<file path="src/hw/rtl/spd_pkg.sv">
// shared types, register codes and constants of the scratch pixel detector
package spd_pkg;

  localparam int PIX_W     = 8;
  localparam int CNT_W     = 12;
  localparam int DIM_W     = 13;
  localparam int THR_W     = 8;
  localparam int IDX_W     = 2;
  localparam int WIN_DEPTH = 11;
  localparam int LAG       = 5;
  localparam int SUB_W     = 3;

  typedef logic [PIX_W-1:0] pixel_t;
  typedef logic [CNT_W-1:0] count_t;
  typedef logic [DIM_W-1:0] dim_t;
  typedef logic [THR_W-1:0] thr_t;
  typedef logic [IDX_W-1:0] reg_idx_t;

  // configuration register indexes
  localparam reg_idx_t REG_FRAME_WIDTH       = 2'd0;
  localparam reg_idx_t REG_FRAME_HEIGHT      = 2'd1;
  localparam reg_idx_t REG_MEDIAN_THRESHOLD  = 2'd2;
  localparam reg_idx_t REG_AVERAGE_THRESHOLD = 2'd3;

  localparam dim_t RST_FRAME_WIDTH       = 13'd640;
  localparam dim_t RST_FRAME_HEIGHT      = 13'd480;
  localparam thr_t RST_MEDIAN_THRESHOLD  = 8'd3;
  localparam thr_t RST_AVERAGE_THRESHOLD = 8'd20;

  localparam dim_t MIN_WIDTH  = 13'd12;
  localparam dim_t MIN_HEIGHT = 13'd3;
  localparam dim_t DIM_LIMIT  = 13'd4096;

  // one classified pixel waiting to be turned into results
  typedef struct packed {
    logic   mark;
    count_t column;
    count_t row;
    logic   row_end;
  } job_t;

endpackage

</file>
<file path="src/hw/rtl/spd_ifs.sv">
// valid/ready channel interfaces for pixels, results and configuration writes
interface spd_pix_if;
  logic            valid;
  logic            ready;
  spd_pkg::pixel_t pixel;
  modport source (output valid, output pixel, input ready);
  modport sink   (input valid, input pixel, output ready);
endinterface

interface spd_res_if;
  logic            valid;
  logic            ready;
  logic            mark;
  spd_pkg::count_t column;
  spd_pkg::count_t row;
  logic            last_of_run;
  modport source (output valid, output mark, output column, output row,
                  output last_of_run, input ready);
  modport sink   (input valid, input mark, input column, input row,
                  input last_of_run, output ready);
endinterface

interface spd_cfg_if;
  logic              valid;
  logic              ready;
  spd_pkg::reg_idx_t index;
  spd_pkg::dim_t     data;
  modport source (output valid, output index, output data, input ready);
  modport sink   (input valid, input index, input data, output ready);
endinterface

</file>
<file path="src/hw/rtl/spd_front.sv">
// front end: config registers, counters, pixel window and candidate test
module spd_front (
  input  logic            clk,
  input  logic            rst_n,
  spd_pix_if.sink         in_ch,
  spd_cfg_if.sink         cfg_ch,
  input  logic            q_full,
  output logic            q_push,
  output spd_pkg::job_t   q_job
);
  import spd_pkg::*;

  function automatic pixel_t lower_median(input pixel_t a, input pixel_t b,
                                          input pixel_t c, input pixel_t d);
    pixel_t lo_ab, hi_ab, lo_cd, hi_cd, hi_of_lo, lo_of_hi;
    lo_ab    = (a > b) ? b : a;
    hi_ab    = (a > b) ? a : b;
    lo_cd    = (c > d) ? d : c;
    hi_cd    = (c > d) ? c : d;
    hi_of_lo = (lo_ab > lo_cd) ? lo_ab : lo_cd;
    lo_of_hi = (hi_ab > hi_cd) ? hi_cd : hi_ab;
    return (hi_of_lo > lo_of_hi) ? lo_of_hi : hi_of_lo;
  endfunction

  dim_t   width_r, height_r;
  thr_t   med_thr_r, avg_thr_r;
  count_t col_r, col_nxt;
  count_t row_r, row_nxt;
  pixel_t win_r [WIN_DEPTH];
  pixel_t win_s [WIN_DEPTH];

  dim_t              w_eff, h_eff;
  logic              accept, row_end, row_ok, col_ok, has_centre;
  count_t            x;
  pixel_t            med, pix_c;
  logic [PIX_W-1:0]  med_diff;
  logic [PIX_W+1:0]  left_sum, right_sum, side_diff, avg_bound;
  logic              t_med, t_avg;

  assign cfg_ch.ready = 1'b1;
  assign in_ch.ready  = !q_full;
  assign accept       = in_ch.valid && !q_full;

  // clamp the frame size to its legal range
  always_comb begin
    if (width_r < MIN_WIDTH)       w_eff = MIN_WIDTH;
    else if (width_r > DIM_LIMIT)  w_eff = DIM_LIMIT;
    else                           w_eff = width_r;
    if (height_r < MIN_HEIGHT)     h_eff = MIN_HEIGHT;
    else if (height_r > DIM_LIMIT) h_eff = DIM_LIMIT;
    else                           h_eff = height_r;
  end

  // window after the incoming pixel is shifted in, index k is column c-k
  always_comb begin
    win_s[0] = in_ch.pixel;
    for (int i = 1; i < WIN_DEPTH; i++) begin
      win_s[i] = win_r[i-1];
    end
  end

  always_comb begin
    row_end    = ({1'b0, col_r} + 13'd1) >= w_eff;
    row_ok     = (row_r > 12'd1) && (({1'b0, row_r} + 13'd1) < h_eff);
    has_centre = col_r >= count_t'(LAG);
    x          = col_r - count_t'(LAG);
    col_ok     = (x > 12'd5) && (({1'b0, x} + 13'd5) < w_eff);

    pix_c     = win_s[5];
    med       = lower_median(win_s[6], win_s[4], win_s[7], win_s[3]);
    med_diff  = (pix_c > med) ? (pix_c - med) : (med - pix_c);
    left_sum  = {2'b00, win_s[8]} + {2'b00, win_s[9]} + {2'b00, win_s[10]};
    right_sum = {2'b00, win_s[2]} + {2'b00, win_s[1]} + {2'b00, win_s[0]};
    side_diff = (left_sum > right_sum) ? (left_sum - right_sum)
                                       : (right_sum - left_sum);
    avg_bound = {1'b0, avg_thr_r, 1'b0} + {2'b00, avg_thr_r};
    t_med     = med_diff > med_thr_r;
    t_avg     = side_diff < avg_bound;

    if (row_end) begin
      col_nxt = '0;
      row_nxt = (({1'b0, row_r} + 13'd1) >= h_eff) ? '0 : row_r + 12'd1;
    end else begin
      col_nxt = col_r + 12'd1;
      row_nxt = row_r;
    end
  end

  assign q_push        = accept && has_centre;
  assign q_job.mark    = row_ok && col_ok && t_med && t_avg;
  assign q_job.column  = x;
  assign q_job.row     = row_r;
  assign q_job.row_end = row_end;

  always_ff @(posedge clk) begin
    if (!rst_n) begin
      width_r   <= RST_FRAME_WIDTH;
      height_r  <= RST_FRAME_HEIGHT;
      med_thr_r <= RST_MEDIAN_THRESHOLD;
      avg_thr_r <= RST_AVERAGE_THRESHOLD;
    end else if (cfg_ch.valid) begin
      case (cfg_ch.index)
        REG_FRAME_WIDTH:       width_r   <= cfg_ch.data;
        REG_FRAME_HEIGHT:      height_r  <= cfg_ch.data;
        REG_MEDIAN_THRESHOLD:  med_thr_r <= cfg_ch.data[THR_W-1:0];
        REG_AVERAGE_THRESHOLD: avg_thr_r <= cfg_ch.data[THR_W-1:0];
        default: ;
      endcase
    end
  end

  always_ff @(posedge clk) begin
    if (!rst_n) begin
      col_r <= '0;
      row_r <= '0;
      for (int i = 0; i < WIN_DEPTH; i++) begin
        win_r[i] <= '0;
      end
    end else if (accept) begin
      col_r <= col_nxt;
      row_r <= row_nxt;
      for (int i = 0; i < WIN_DEPTH; i++) begin
        win_r[i] <= win_s[i];
      end
    end
  end

endmodule

</file>
<file path="src/hw/rtl/spd_queue.sv">
// small job queue between the front end and the result sequencer
module spd_queue #(
  parameter int DEPTH = 4
) (
  input  logic          clk,
  input  logic          rst_n,
  input  logic          push,
  input  spd_pkg::job_t push_job,
  output logic          full,
  input  logic          pop,
  output spd_pkg::job_t head,
  output logic          empty
);
  import spd_pkg::*;

  localparam int PTR_W = (DEPTH > 2) ? $clog2(DEPTH) : 1;
  localparam int CNT_QW = $clog2(DEPTH + 1);
  localparam logic [PTR_W-1:0]  LAST_PTR = PTR_W'(DEPTH - 1);
  localparam logic [CNT_QW-1:0] FULL_CNT = CNT_QW'(DEPTH);

  job_t              slot_r [DEPTH];
  logic [PTR_W-1:0]  wr_ptr_r, wr_ptr_nxt;
  logic [PTR_W-1:0]  rd_ptr_r, rd_ptr_nxt;
  logic [CNT_QW-1:0] cnt_r, cnt_nxt;
  logic              do_push, do_pop;

  assign full    = cnt_r == FULL_CNT;
  assign empty   = cnt_r == '0;
  assign head    = slot_r[rd_ptr_r];
  assign do_push = push && !full;
  assign do_pop  = pop && !empty;

  always_comb begin
    wr_ptr_nxt = wr_ptr_r;
    rd_ptr_nxt = rd_ptr_r;
    cnt_nxt    = cnt_r;
    if (do_push) begin
      wr_ptr_nxt = (wr_ptr_r == LAST_PTR) ? '0 : wr_ptr_r + 1'b1;
    end
    if (do_pop) begin
      rd_ptr_nxt = (rd_ptr_r == LAST_PTR) ? '0 : rd_ptr_r + 1'b1;
    end
    if (do_push && !do_pop) begin
      cnt_nxt = cnt_r + 1'b1;
    end else if (do_pop && !do_push) begin
      cnt_nxt = cnt_r - 1'b1;
    end
  end

  always_ff @(posedge clk) begin
    if (!rst_n) begin
      wr_ptr_r <= '0;
      rd_ptr_r <= '0;
      cnt_r    <= '0;
    end else begin
      wr_ptr_r <= wr_ptr_nxt;
      rd_ptr_r <= rd_ptr_nxt;
      cnt_r    <= cnt_nxt;
    end
  end

  always_ff @(posedge clk) begin
    if (do_push) begin
      slot_r[wr_ptr_r] <= push_job;
    end
  end

endmodule

</file>
<file path="src/hw/rtl/spd_back.sv">
// back end: expands each job into its results and holds the output register
module spd_back (
  input  logic          clk,
  input  logic          rst_n,
  input  logic          q_empty,
  input  spd_pkg::job_t q_head,
  output logic          q_pop,
  spd_res_if.source     out_ch
);
  import spd_pkg::*;

  localparam logic [SUB_W-1:0] LAST_SUB = SUB_W'(LAG);

  logic [SUB_W-1:0] sub_r, sub_nxt;
  logic             vld_r, vld_nxt;
  logic             mark_r, last_r;
  count_t           col_r, row_r;
  logic             emit, job_done;

  // a slot in the output register opens when it is empty or being taken
  assign emit     = !q_empty && (!vld_r || out_ch.ready);
  assign job_done = !q_head.row_end || (sub_r == LAST_SUB);
  assign q_pop    = emit && job_done;

  always_comb begin
    sub_nxt = sub_r;
    vld_nxt = vld_r;
    if (emit) begin
      vld_nxt = 1'b1;
      sub_nxt = job_done ? '0 : sub_r + 1'b1;
    end else if (out_ch.ready) begin
      vld_nxt = 1'b0;
    end
  end

  always_ff @(posedge clk) begin
    if (!rst_n) begin
      sub_r <= '0;
      vld_r <= 1'b0;
    end else begin
      sub_r <= sub_nxt;
      vld_r <= vld_nxt;
    end
  end

  // only the pixel itself can be marked, the row end burst carries zeros
  always_ff @(posedge clk) begin
    if (emit) begin
      mark_r <= (sub_r == '0) && q_head.mark;
      col_r  <= q_head.column + count_t'(sub_r);
      row_r  <= q_head.row;
      last_r <= job_done;
    end
  end

  assign out_ch.valid       = vld_r;
  assign out_ch.mark        = mark_r;
  assign out_ch.column      = col_r;
  assign out_ch.row         = row_r;
  assign out_ch.last_of_run = last_r;

endmodule

</file>
<file path="src/hw/rtl/scratch_pixel_detector.sv">
// top level of the vertical scratch pixel detector
// Takes one smoothed 8-bit pixel per cycle in raster order while the queue is
// not full and returns one result per pixel, five pixels behind the input:
// mark, column and row of the pixel, and last_of_run on the final result
// caused by an input pixel. The first five pixels of a row give no result;
// the last pixel of a row gives a burst of six results, one per cycle on the
// output channel while it is ready. The front end classifies a pixel in the
// cycle it is accepted and places it in a queue of QUEUE_DEPTH entries; the
// result sequencer drains that queue at one result per cycle while the output
// is ready, so the input runs at one pixel per cycle except that the extra
// results of a row end are absorbed by the queue until it fills. Configuration
// writes are always taken and should be made while the block is idle.
module scratch_pixel_detector #(
  parameter int QUEUE_DEPTH = 4
) (
  input  logic      clk,
  input  logic      rst_n,
  spd_pix_if.sink   in_ch,
  spd_res_if.source out_ch,
  spd_cfg_if.sink   cfg_ch
);
  import spd_pkg::*;

  logic q_full, q_push, q_pop, q_empty;
  job_t q_job, q_head;

  spd_front u_front (
    .clk    (clk),
    .rst_n  (rst_n),
    .in_ch  (in_ch),
    .cfg_ch (cfg_ch),
    .q_full (q_full),
    .q_push (q_push),
    .q_job  (q_job)
  );

  spd_queue #(
    .DEPTH (QUEUE_DEPTH)
  ) u_queue (
    .clk      (clk),
    .rst_n    (rst_n),
    .push     (q_push),
    .push_job (q_job),
    .full     (q_full),
    .pop      (q_pop),
    .head     (q_head),
    .empty    (q_empty)
  );

  spd_back u_back (
    .clk     (clk),
    .rst_n   (rst_n),
    .q_empty (q_empty),
    .q_head  (q_head),
    .q_pop   (q_pop),
    .out_ch  (out_ch)
  );

endmodule
</file>
<file path="src/flat_wrapper.sv">
// flat-port wrapper written by rule: the top's interface ports become plain ports
module scratch_pixel_detector_flat import spd_pkg::*;
#(
  parameter int QUEUE_DEPTH = 4
)
  (clk, rst_n, in_ch_valid, in_ch_pixel, in_ch_ready, out_ch_valid, out_ch_mark, out_ch_column, out_ch_row, out_ch_last_of_run, out_ch_ready, cfg_ch_valid, cfg_ch_index, cfg_ch_data, cfg_ch_ready);
  spd_pix_if in_ch_i ();
  spd_res_if out_ch_i ();
  spd_cfg_if cfg_ch_i ();
  input  logic clk;
  input  logic rst_n;
  input wire logic [$bits(in_ch_i.valid)-1:0] in_ch_valid;
  input wire logic [$bits(in_ch_i.pixel)-1:0] in_ch_pixel;
  output wire logic [$bits(in_ch_i.ready)-1:0] in_ch_ready;
  output wire logic [$bits(out_ch_i.valid)-1:0] out_ch_valid;
  output wire logic [$bits(out_ch_i.mark)-1:0] out_ch_mark;
  output wire logic [$bits(out_ch_i.column)-1:0] out_ch_column;
  output wire logic [$bits(out_ch_i.row)-1:0] out_ch_row;
  output wire logic [$bits(out_ch_i.last_of_run)-1:0] out_ch_last_of_run;
  input wire logic [$bits(out_ch_i.ready)-1:0] out_ch_ready;
  input wire logic [$bits(cfg_ch_i.valid)-1:0] cfg_ch_valid;
  input wire logic [$bits(cfg_ch_i.index)-1:0] cfg_ch_index;
  input wire logic [$bits(cfg_ch_i.data)-1:0] cfg_ch_data;
  output wire logic [$bits(cfg_ch_i.ready)-1:0] cfg_ch_ready;
  assign in_ch_i.valid = in_ch_valid;
  assign in_ch_i.pixel = in_ch_pixel;
  assign in_ch_ready = in_ch_i.ready;
  assign out_ch_valid = out_ch_i.valid;
  assign out_ch_mark = out_ch_i.mark;
  assign out_ch_column = out_ch_i.column;
  assign out_ch_row = out_ch_i.row;
  assign out_ch_last_of_run = out_ch_i.last_of_run;
  assign out_ch_i.ready = out_ch_ready;
  assign cfg_ch_i.valid = cfg_ch_valid;
  assign cfg_ch_i.index = cfg_ch_index;
  assign cfg_ch_i.data = cfg_ch_data;
  assign cfg_ch_ready = cfg_ch_i.ready;
  scratch_pixel_detector #(.QUEUE_DEPTH(QUEUE_DEPTH)) u_core (.clk(clk), .rst_n(rst_n), .in_ch(in_ch_i), .out_ch(out_ch_i), .cfg_ch(cfg_ch_i));
endmodule
</file>
<file path="config.mk">
export PLATFORM = sky130hd
export DESIGN_NAME = scratch_pixel_detector_flat
export DESIGN_NICKNAME = d
export VERILOG_FILES = /design/src/hw/rtl/spd_pkg.sv /design/src/hw/rtl/spd_ifs.sv /design/src/hw/rtl/spd_front.sv /design/src/hw/rtl/spd_queue.sv /design/src/hw/rtl/spd_back.sv /design/src/hw/rtl/scratch_pixel_detector.sv /design/src/flat_wrapper.sv
export SDC_FILE = /design/constraint.sdc
export NUM_CORES = 1
export LEC_CHECK = 0
export BUFFER_PORTS_ARGS = -buffer_cell sky130_fd_sc_hd__buf_2
export CAP_MARGIN = 10
export CORE_UTILIZATION = 60
export CTS_CLUSTER_DIAMETER = 150
export DETAILED_ROUTE_END_ITERATION = 8
export PLACE_DENSITY_LB_ADDON = 0.05
export REMOVE_ABC_BUFFERS = 1
export SLEW_MARGIN = 15
export SYNTH_ARGS = -nofsm -noshare
export SYNTH_HDL_FRONTEND = slang
export SYNTH_SLANG_ARGS = --single-unit
export TNS_END_PERCENT = 20
</file>
<file path="constraint.sdc">
create_clock -name clk -period 12.7 [get_ports clk]
set_clock_uncertainty 0.15 [all_clocks]
set_input_delay 2.54 -clock clk [delete_from_list [all_inputs] [get_ports clk]]
set_output_delay 2.54 -clock clk [all_outputs]
set_load 0.05 [all_outputs]
</file>
==> impl_metrics.json, run 1 <==
{
  "status": "finished, final reports clean",
  "pre_cts_ws_ps": 2370,
  "end_kind": "flip-flop",
  "synthTopCellsByCount": "edfxtp_1 (210), ha_1 (172), nand2_1 (162), inv_1 (132), and2_1 (91)",
  "grtUsageTotal_pct": 23.8,
  "post_cts_buffers": 0,
  "die_w_um": 173,
  "layout.cells.non_filler": 2038,
  "ant_nets": 0,
  "netlist_instances": 1589,
  "pin_count": 57,
  "ctsHoldBuffers": 0,
  "rows": 62,
  "numCtsBuffers": 30,
  "drive_gt1_share_pct": 11.4,
  "num_antenna_cells": 0,
  "worst_pin_slew_ps": 1070,
  "ys_seq_area_share_pct": 44.7,
  "route.met3.wl_um": 1080,
  "final_nets": 1855,
  "whs_ps": 314,
  "p_comb_share_pct": 60.5,
  "cts_tree": "done",
  "syn_area_per_cell_um2": 11.1,
  "p_sw_mw": 2.29,
  "dieArea_mm2": 0.0301,
  "drc": 0,
  "htreeDepth": 1,
  "netSwitchingFraction_pct": 42.5,
  "synth_top_cell_by_area": "edfxtp_1",
  "slew_viol_final": 0,
  "drt_iter0_drc": 765,
  "synth_edf_count": 210,
  "power.internal_mw": 3.10,
  "clock_sinks": 289,
  "irDropWorstVdd_v": 0.000253,
  "hold_path.class": "flip-flop to flip-flop",
  "firstDrtPassIters": 5,
  "clkPwrFrac_pct": 16.7,
  "dr_wl_met2_um": 18000,
  "grt_overflow_total": 0,
  "yosys_warnings": 0,
  "crit_fanout": 16,
  "cpMostUsedCell": "ha_1",
  "p_seq_share_pct": 22.8,
  "grt_start_max_net_pins": 82,
  "clkTransAtPathRegs_ps": 60,
  "crit_start": "u_core.u_front.win_r[3][1]",
  "ys_ff_latch": 289,
  "io_buffers": 55,
  "max_freq_mhz": 95.6,
  "dp.cells": 1982,
  "path_buf_inv": 3,
  "initial_core_util_pct": 61.3,
  "min_period_ps": 10460,
  "yosysMostFrequentCell": "edfxtp_1",
  "powerDensity_mw_per_mm2": 280,
  "synth_ff_type": "edfxtp_1",
  "area_growth_pct": 9.00,
  "dp_hpwl_um": 25700,
  "cpMaxStageDelayCell": "o21ai_2",
  "grt_pass1_vias": 11500,
  "vias_per_cell": 5.63,
  "netlist-cell-type-count": 78,
  "antenna_found_initial": 0,
  "post_drt_wl_per_cell_um": 17.1,
  "dr.max_layer_used": "met4",
  "async_flop_share_pct": 0,
  "cp_data_arrival_time_ps": 10580,
  "crit_type": "flip-flop to flip-flop",
  "required_ps": 12820,
  "clk_path_buf_depth": 3,
  "syn_area_mm2": 0.0176,
  "crit_family": "compound AO/OA/AOI/OAI gates",
  "rsz0062_at_grt": "false",
  "setup_viol": 0,
  "hold_violations": 0,
  "post-route-period-util_pct": 82.4,
  "coreArea_mm2": 0.0288,
  "met1Wirelength_um": 14900,
  "clock-root-buffer": "clkbuf_16",
  "crit_path_start_kind": "flip-flop",
  "yosys-top-cells-area": "edfxtp_1 (36%), ha_1 (12%), dfxtp_1 (9.0%), mux2i_1 (3.9%), nand2_1 (3.4%)",
  "dr_total_vias": 11500,
  "maxCapViolations": 0,
  "clkLatencyLatePin_ps": 550,
  "max_stage_delay_ps": 810,
  "cts.repair.resized": 0,
  "gp_congestion": 0.867,
  "slew_headroom_pct": 28.6,
  "fin_ws_ps": 2240,
  "die_y_um": 173,
  "grt_pass1_wl_um": 57900,
  "hold_start": "u_core.u_front.med_thr_r[4]",
  "yosysTopAreaCellShare_pct": 35.7,
  "p_leak_nw": 7.81,
  "fin_util_pct": 66.8,
  "finalSetupTns_ps": 0,
  "drt_wl_total_um": 34800,
  "worstReg2RegStart": "u_core.u_front.win_r[3][1]"
}
-- final timing paths --
| check | end | slack [ps] | depth (start not counted) |
|---|---|---|---|
| max | u_core.u_queue.slot_r[3][25] | 2240 | 41 |
| min | u_core.u_front.med_thr_r[4] | 310 | 2 |
| max reg2reg | u_core.u_queue.slot_r[3][25] | 2240 | 41 |
| min reg2reg | u_core.u_front.med_thr_r[4] | 310 | 2 |
-- cells by family after synthesis --
family          Yosys count  share of synthesized area [%]
xor+xnor                 81                           4.06
compound gates          263                           10.2
flops                   289                           44.7
mux                     106                           7.88
other cells               1                         0.0213
buf+inv                 192                           4.47
fa+ha+maj               197                           15.0
simple gates            460                           13.7
-- final cells by class --
| class | count | area (um^2) |
|---|---|---|
| clock buffers | 43 | 851 |
| clock inverters | 13 | 170 |
| fillers | 2202 | 9550 |
| inverters | 133 | 500 |
| multi-input cells | 1108 | 8970 |
| flip-flops and latches | 289 | 7890 |
| well taps | 384 | 480 |
| repair buffers | 68 | 373 |
-- layer usage --
layer / track usage (%) / vias up
met5: 0 / -
met4: 6.97 / 0
met3: 2.50 / 57
met2: 43.8 / 196
met1: 29.4 / 5481
li1: - / 5736
-- tightest hold or removal path, cell delays in order, from the launching register on --
cell	delay, ps
dfxtp_1	310
nand2_1	50
a21boi_0	60
-- power groups by stage --
stage	Clock, mW	Sequential, mW	Combinational [mW]
after global routing	0.959	1.25	3.68
after floorplan	0	1.37	2.40
after CTS	0.919	1.23	3.28
after global placement	0	1.25	3.20
after detailed placement	0	1.25	3.25
final	0.900	1.23	3.25
-- layout by cell type (no fill, tap or decap), drive strengths merged, types with 53 or more instances in the layout --
master,n
buf,68
edfxtp,210
a21oi,70
and2,91
xnor2,53
inv,131
ha,172
mux2i,68
dfxtp,79
nand2,162
-- flip-flops by register name, summed over array words and instances, names as in the netlist, 12 cells and up, named ones only --
name                         count
u_core.u_queue.slot_r          104
u_core.u_front.win_r            80
u_core.u_front.height_r         13
u_core.u_front.width_r          13
u_core.u_back.out_ch.column     12
u_core.u_back.out_ch.row        12
u_core.u_front.col_r            12
u_core.u_front.row_r            12
-- through the flow --
| stage | area, um^2 | total power [mW] |
|---|---|---|
| after CTS | 19200 | 5.43 |
| after floorplan | 17400 | 3.77 |
| after global routing | 19200 | 5.89 |
| after detailed placement | 18200 | 4.50 |
| after global placement | 18200 | 4.45 |
| final | 19200 | 5.38 |
No activity file was read; power rests on OpenSTA's default activity.
==> run 2: changes to the inputs <==
CORE_UTILIZATION = 57   (was 60)
clock period = 8.8 ns   (was 12.7 ns; I/O delays follow)
==> run 2 against run 1 <==
  * Global-route usage fell by 1.1 points
  * Sequential share of layout area down 1.5 points
  * Non-clock buffer count increased by 58
  * First-iteration DRC count decreased by 10%
  * Die area increased by 5.2%
  * Clock power is 50% higher
  * Worst setup slack got worse by 1900 ps
  * Highest routed layer unchanged
==> impl_metrics.json, run 2 (synthesis results as in run 1) <==
{
  "pre_cts_ws_ps": -234,
  "crit_fanout": 5,
  "post-route-period-util_pct": 96.2,
  "pin_count": 57,
  "irDropWorstVdd_v": 0.000418,
  "gp_congestion": 0.852,
  "max_stage_delay_ps": 400,
  "coreArea_mm2": 0.0305,
  "die_y_um": 178,
  "r2r_cells": 42,
  "area_growth_pct": 13.1,
  "holdPathStages": 2,
  "use_met1_pct": 28.8,
  "dr_total_vias": 11600,
  "busiest_layer": "met2",
  "final_cell_mix": "edfxtp_1 (210), ha_1 (171), nand2_1 (162)",
  "powerDensity_mw_per_mm2": 419,
  "cts_tree": "done",
  "hold_path_end": "u_core.u_front.med_thr_r[3]",
  "grtUsageTotal_pct": 22.7,
  "hold_path.class": "flip-flop to flip-flop",
  "drt_wl_total_um": 35300,
  "drt_iter0_drc": 687,
  "antenna_found_initial": 0,
  "crit_start": "u_core.u_front.win_r[5][1]",
  "drive_gt1_share_pct": 16.2,
  "dieArea_mm2": 0.0317,
  "worst_pin_slew_ps": 1090,
  "p_leak_nw": 8.08,
  "initial_core_util_pct": 57.8,
  "worstReg2RegStart": "u_core.u_front.win_r[5][1]",
  "whs_ps": 316,
  "cpMostUsedCell": "ha_1",
  "clock_sinks": 289,
  "layout_commonest_cell": "edfxtp_1",
  "grt_pass1_vias": 11400,
  "vias_per_cell": 5.48,
  "slew_viol_final": 0,
  "required_ps": 9020,
  "grtUsageMet3_pct": 2.29,
  "die_w_um": 178,
  "fin_ws_ps": 335,
  "min_period_ps": 8460,
  "rsz0062_at_grt": "true",
  "rows": 64,
  "largest-register": "u_core.u_queue.slot_r",
  "slew_headroom_pct": 27.5,
  "clock-root-buffer": "clkbuf_16",
  "hold_start": "u_core.u_front.med_thr_r[3]",
  "ctsHoldBuffers": 0,
  "clkLatencyLatePin_ps": 560,
  "dp_hpwl_um": 25700,
  "max_freq_mhz": 118,
  "crit_path_start_kind": "flip-flop",
  "numCtsBuffers": 31,
  "crit_type": "flip-flop to flip-flop",
  "total_power_mw": 8.36,
  "top_regs": "u_core.u_queue.slot_r x104, u_core.u_front.win_r x80",
  "r2r-end": "u_core.u_queue.slot_r[3][25]",
  "met2_usage_pct": 40.6,
  "end_kind": "flip-flop",
  "cpMaxStageDelayCell": "edfxtp_1",
  "grt_start_max_net_pins": 91,
  "final_nets": 1914,
  "status": "finished, final reports clean",
  "hold_violations": 0,
  "drc": 0,
  "io_buffers": 55,
  "cp_data_arrival_time_ps": 8690,
  "post_drt_wl_per_cell_um": 16.7,
  "grt_overflow_total": 0,
  "clk_path_buf_depth": 3,
  "clkTransAtPathRegs_ps": 60,
  "setup_viol": 0,
  "ant_nets": 0,
  "maxCapViolations": 0,
  "r2r_setup_slack_ps": 340,
  "firstDrtPassIters": 5,
  "num_antenna_cells": 0,
  "largest_reg_flops": 104,
  "grt_pass1_wl_um": 57300,
  "htreeDepth": 1
}
run 2: changes by cell type in the layout (fill, tap and decap cells not counted), sizes merged:
cell | previous run | this run
inv | 131 | 134
bufinv | 4 | 6
clkinvlp | 1 | 0
clkbuf | 43 | 37
clkinv | 10 | 14
buf | 68 | 126
run 2: layer usage:
layer / wire (um) / vias up
met5: 0 / -
li1: - / 5860
met1: 15600 / 5517
met4: 910 / 0
met3: 860 / 56
met2: 17900 / 138
run 2: worst max path at each step:
stage	end	slack, ps	depth (start not counted)
2_1_floorplan	u_core.u_queue.slot_r[0][25]	-860	40
3_3_place_gp	u_core.u_queue.slot_r[1][25]	30	41
3_5_place_dp	u_core.u_queue.slot_r[2][25]	-230	39
4_1_cts	u_core.u_queue.slot_r[3][25]	20	41
5_1_grt	u_core.u_queue.slot_r[2][25]	-200	43
6_report	u_core.u_queue.slot_r[3][25]	340	42
run 2: worst max-delay path: cells and delay by family, from the launching register on:
kind	cells	cell delay, ps
and+or+nand+nor	8	990
AOI/OAI and AO/OA	19	3280
buffers and inverters	5	610
xor gates and xnor gates	1	160
DFF	1	400
adders and majority gates	5	1580
muxes	4	1100
run 2: metrics by stage:
step	setup TNS (ps)	utilization (%)	instances	instance area, um^2
3_3_place_gp	0	60.9	2042	18600
5_1_grt	-796	65.4	2110	20000
3_5_place_dp	-937	60.9	2042	18600
4_1_cts	0	64.6	2105	19700
2_1_floorplan	-3450	-	1530	17400
6_report	0	65.4	2110	20000
run 2: cell type report:
class                      count  area [um^2]
clock inverter                21          262
timing repair buffer         126          827
fill                        2354        10500
clock buffer                  37          798
inverter                     133          500
multi-input combinational   1108         9190
tap                          396          495
sequential                   289         7890
run 2: power breakdown:
group	leakage [nW]	total (mW)	switching, mW	internal, mW
Sequential	2.53	1.77	0.112	1.66
Combinational	5.03	5.24	2.86	2.38
Clock	0.518	1.35	0.533	0.822
Total	8.08	8.36	3.50	4.86
run 2: timing repair:
item	CTS	global route
buffers inserted	5	5
setup endpoints to repair	4	4
resized for setup	8	45
cloned	0	0
pin swaps	2	14
